[config.mk]
export PLATFORM = sky130hd
export DESIGN_NAME = ppp_fifo
export DESIGN_NICKNAME = d
export VERILOG_FILES = /design/src/hdl/ppp_fifo.sv
export SDC_FILE = /design/constraint.sdc
export NUM_CORES = 1
export LEC_CHECK = 0
export BUFFER_PORTS_ARGS = -buffer_cell sky130_fd_sc_hd__buf_2
export CORE_UTILIZATION = 50
export DETAILED_ROUTE_END_ITERATION = 7
export PLACE_DENSITY_LB_ADDON = 0.25
export REMOVE_ABC_BUFFERS = 1
export SLEW_MARGIN = 20
export SYNTH_ARGS = -nofsm -noshare
export SYNTH_HDL_FRONTEND = slang
export SYNTH_SLANG_ARGS = --single-unit
[constraint.sdc]
create_clock -name clk -period 1.6 [get_ports clk]
set_input_delay 0.32 -clock clk [delete_from_list [all_inputs] [get_ports clk]]
set_output_delay 0.32 -clock clk [all_outputs]
set_load 0.02 [all_outputs]
[src/hdl/ppp_fifo.sv]
// ppp_fifo: small register queue between the front and the back part
// depends on nothing outside itself
module ppp_fifo #(
  parameter int WIDTH = 8,
  parameter int DEPTH = 4
) (
  input  logic             clk,
  input  logic             rst_n,
  input  logic             push_i,
  input  logic [WIDTH-1:0] wdata_i,
  input  logic             pop_i,
  output logic [WIDTH-1:0] rdata_o,
  output logic             full_o,
  output logic             empty_o
);

  localparam int PTR_W = (DEPTH > 1) ? $clog2(DEPTH) : 1;
  localparam int CNT_W = $clog2(DEPTH + 1);

  logic [WIDTH-1:0] mem_r [DEPTH];
  logic [PTR_W-1:0] wr_ptr_r, wr_ptr_nxt, rd_ptr_r, rd_ptr_nxt;
  logic [CNT_W-1:0] count_r, count_nxt;

  always_comb begin
    wr_ptr_nxt = wr_ptr_r;
    rd_ptr_nxt = rd_ptr_r;
    if (push_i) begin
      wr_ptr_nxt = (wr_ptr_r == PTR_W'(DEPTH - 1)) ? '0 : wr_ptr_r + 1'b1;
    end
    if (pop_i) begin
      rd_ptr_nxt = (rd_ptr_r == PTR_W'(DEPTH - 1)) ? '0 : rd_ptr_r + 1'b1;
    end
    count_nxt = count_r + CNT_W'(push_i) - CNT_W'(pop_i);
  end

  always_ff @(posedge clk) begin
    if (!rst_n) begin
      wr_ptr_r <= '0;
      rd_ptr_r <= '0;
      count_r  <= '0;
    end else begin
      wr_ptr_r <= wr_ptr_nxt;
      rd_ptr_r <= rd_ptr_nxt;
      count_r  <= count_nxt;
    end
  end

  always_ff @(posedge clk) begin
    if (push_i) begin
      mem_r[wr_ptr_r] <= wdata_i;
    end
  end

  assign rdata_o = mem_r[rd_ptr_r];
  assign full_o  = (count_r == CNT_W'(DEPTH));
  assign empty_o = (count_r == '0);

  a_no_overflow: assert property (@(posedge clk) disable iff (!rst_n)
    push_i |-> !full_o) else $error("queue written while full");
  a_no_underflow: assert property (@(posedge clk) disable iff (!rst_n)
    pop_i |-> !empty_o) else $error("queue read while empty");
  a_count_range: assert property (@(posedge clk) disable iff (!rst_n)
    count_r <= CNT_W'(DEPTH)) else $error("queue count out of range");

endmodule

# ---- Yosys cells after proc, flatten, opt, wreduce, memory -nomap -nowiden
# Memory sizes are Yosys's and may differ from the RTL's. A register that Yosys moved wholly into a read port is not among the register bits.
# Index checks and enable logic that the tools add are counted.
dict set report word_totals {
  ram_bits 32
  in_bits 12
  ff_bits 7
  mem_count 1
}
# memory depth width read_ports rd_ports_with_merged_regs write_ports line_no
set memory_table {}
lappend memory_table {mem_r 4 8 1 1 1 20} ;# logic [WIDTH-1:0] mem_r [DEPTH];
dict set report classes {
  eq_ne 3
  add_sub_neg 4
  n_reduce_logical 1
  muxes 6
}
# operator count
set ops {}
lappend ops {{2-to-1 mux 2 bit} 4}
lappend ops {{adder 2 x 1 -> 2 bit, second input constant} 2}
lappend ops {{== test 2 bit, second input constant} 2}
lappend ops {{adder 3 x 1 -> 3 bit} 1}
lappend ops {{== test 3 bit, second input constant} 1}
lappend ops {{logical NOT 3 bit} 1}
lappend ops {{subtractor 3 x 1 -> 3 bit} 1}
lappend ops {{2-to-1 mux 1 bit} 2}

# ---- Longest topological paths before layout
dict set report depth {
  ltp_word 4
  ltp_mapped 7
  ltp_nobuf 7
}

# ---- Least setup slack after synthesis
# OpenSTA, ideal clock, no wires.
dict set report synth_path {
  path_kind {flip-flop to flip-flop}
  start {register count_r[0]}
  end {register count_r[2]}
  stages_incl_launch_ff 8
  n_path_buf 0
  arrival_time_ns 1.601
  slack_ns -0.066
  t_required_ns 1.536
  cell_sequence {dfxtp_1 inv_1 ha_1 inv_1 ha_1 fa_1 xor3_1 nor2_1}
}
dict set report synth_between {
  elab_chain_len 2
}
# item line_no
set synth_lines {}
lappend synth_lines {{from (decl)} 22} ;# logic [CNT_W-1:0] count_r, count_nxt;
lappend synth_lines {{from (signal assigned)} 44} ;# count_r <= count_nxt;
lappend synth_lines {{adder 3 x 1 -> 3 bit} 33} ;# count_nxt = count_r + CNT_W'(push_i) - CNT_W'(pop_i);
lappend synth_lines {{subtractor 3 x 1 -> 3 bit} 33}
# Every way passes these cells.
# A chain may end at the register's enable or synchronous reset.

==> flow_metrics.py <==
metrics = {
    "placed_design": {
        "finalWeightedCongestion": 0.6126,
        "dp_slack_ns": -0.2131,
        "place_hpwl_um": 1744,
        "dp.cells": 153,
        "portBuffers": 21,
    },
    "critical_path": {
        "critPathRequiredTime_ns": 1.28,
        "critical_path_class": "flip-flop to output port",
        "arrival_ns": 1.50,
        "end_kind": "output port",
        "crit_fanout": 8,
        "cp-start-kind": "flip-flop",
    },
    "final_layout": {
        "drive_gt1_share_pct": 40.17,
        "syn_to_final_growth_pct": 20.76,
        "diodes": 0,
        "nets": 136,
        "fin_cells": 161,
    },
    "logic_synthesis": {
        "muxShareOfSynthArea_pct": 12.39,
        "synth_fa_ha_area_share_pct": 6.662,
        "yosysUniqueCellTypes": 17,
        "synth_seq_cells": 41,
        "syn_avg_cell_area_um2": 18.78,
        "synthCells": 86,
        "synth_area_um2": 1615,
        "synth_top_family_by_area": "multiplexers",
        "synth-xor-area-share_pct": 1.472,
        "synthSimpleGateAreaFrac_pct": 5.577,
        "synth_compound_area_share_pct": 0.6197,
        "ys_seq_area_share_pct": 70.64,
        "yosysWarnings": 0,
    },
    "timing": {
        "final_hold_viol_count": 0,
        "tns_ns": -1.657,
        "final.period_utilization_pct": 113.7,
        "fin_worst_skew_ns": 0.01170,
        "max_slew_margin_pct": 69.54,
        "drv_slew": 0,
        "tightest_slew_ns": 0.4569,
        "post-route-min-period_ns": 1.819,
        "rsz0062_at_grt": "yes",
        "fin_ws_ns": -0.2189,
        "finalSetupViolations": 8,
        "fmax_mhz": 549.8,
    },
    "cts": {
        "cts_root_buf": "clkbuf_4",
        "cts_sinks": 41,
        "cts_buffers": 5,
        "clock_latency_ns": 0.34,
        "htreeDepth": 2,
        "clk_path_buf_depth": 2,
        "path_clk_slew_ns": 0.12,
        "cts_tree": "built",
    },
    "global_routing": {
        "grt_usage_pct": 18.12,
        "grt_max_degree": 14,
        "grt_antenna_before_repair": 0,
        "grt_pass1_vias": 847,
        "overflow": 0,
        "grt_pass1_wl_um": 4133,
    },
    "run": {
        "drv_cap": 0,
    },
    "route": {
        "drtIter0Drc": 35,
        "routedWlPerCell_um": 15.57,
        "routed_wl_um": 2507,
        "drtAntennaViolNets": 0,
        "drc": 0,
        "via_count": 805,
        "drtPass1Iterations": 4,
        "viasPerCell": 5.000,
    },
    "outcome": {
        "status": "finished, violations left",
        "violations": "setup timing",
    },
    "die": {
        "dieHeight_um": 58.84,
        "die_x_um": 58.84,
        "num_io_pins": 22,
        "start_util_pct": 52.91,
        "rows": 20,
        "core-area_um2": 3053,
        "die_area_um2": 3462,
    },
    "pwr": {
        "power_density_nw_per_um2": 1172,
        "irDropWorstVdd_mv": 0.8625,
        "p_leak_uw": 0.0007342,
    },
    "worst_hold_path": {
        "hp-class": "input port to flip-flop",
    },
}
-- kinds of logic (layout without fill, tap and decap cells) --
family                     after synthesis  in the layout
adders and majority gates                8              8
buffers and inverters                    9             40
xor gates and xnor gates                 1              1
AOI/OAI and AO/OA                        2              2
muxes                                   10             10
DFF                                     41             41
and+or+nand+nor                         15             15
-- Yosys cell counts (all sizes together) --
| master | count | area [um^2] |
|---|---|---|
| edfxtp | 32 | 960.9 |
| dfxtp | 9 | 180.2 |
| mux4 | 8 | 180.2 |
| ha | 7 | 87.58 |
| inv | 7 | 26.28 |
| and2 | 6 | 37.54 |
| nor2 | 3 | 11.26 |
| a21oi | 2 | 10.01 |
| mux2i | 2 | 20.02 |
| nand2b | 2 | 12.51 |
| or3b | 2 | 17.52 |
| and3 | 1 | 6.260 |
| buf | 1 | 11.26 |
| clkbuf | 1 | 5.000 |
| fa | 1 | 20.02 |
| nor3 | 1 | 5.000 |
| xor3 | 1 | 23.77 |
-- cells in the final DEF (no fill, tap or decap), drive strengths merged, types with 2 or more instances in the layout --
cell type   n
clkbuf      6
mux4        8
edfxtp     32
nand2b      2
a21oi       2
inv         7
dfxtp       9
and2        6
ha          7
mux2i       2
or3b        2
buf        25
nor2        3
-- registers in the layout (all words and copies together), names as in the netlist, named ones only --
register and cells:
rd_ptr_r 2, mem_r 32, count_r 3, wr_ptr_r 2
-- metal layers --
layer,GRT usage [%],vias up,part of all wire [%]
li1,-,384,-
met1,19.45,399,37
met2,31.01,16,57
met3,7.692,6,4.5
met4,8.163,0,1.8
met5,0,-,0
-- critical path: stages (launching register included) --
cell and delay (ns):
dfxtp_2 0.35, buf_12 0.14, mux4_2 0.52, buf_6 0.15
-- cell type report --
class / instances / area (um^2)
flip-flops and latches: 41 / 1144
fillers: 262 / 1102
multi-input cells: 36 / 451.7
repair buffers: 25 / 197.7
well taps: 44 / 55.05
clock buffers: 6 / 41.29
clock inverters: 2 / 35.03
inverters: 7 / 26.28
-- what timing repair did --
item / 4_1_cts / 5_1_grt
setup buffers: 0 / 0
pin swaps: 1 / 2
hold buffers: 0 / 0
gates cloned: 0 / 0
resized for setup: 18 / 5
setup endpoints to repair: 9 / 10
-- per-stage QoR --
stage	cell area [um^2]	hold slack [ns]	total power (uW)	utilization, %
after floorplan	1599	0.4189	1500	-
after global placement	1802	0.4933	1604	59.02
after CTS	1931	0.1648	2300	63.24
final	1951	0.1795	2286	63.89
after global routing	1951	0.1578	2401	63.89
after detailed placement	1802	0.5049	1626	59.02
-- power by group --
group          switching [uW]  internal (uW)  leakage, uW
Combinational             189            213     0.000323
Sequential               33.6           1210     0.000369
Clock                     307            328    0.0000422
-- worst paths after layout --
| kind | from | end | slack, ns | cells after the start |
|---|---|---|---|---|
| worst min-delay path | wdata_i[3] | mem_r[1][3] | 0.18 | 1 |
| worst max-delay path | flip-flop | rdata_o[2] | -0.22 | 3 |
| worst min register to register | rd_ptr_r[0] | flip-flop | 0.51 | 2 |
| worst max register to register | count_r[0] | count_r[1] | 0.06 | 6 |
Power figures use the tool's default switching activity.
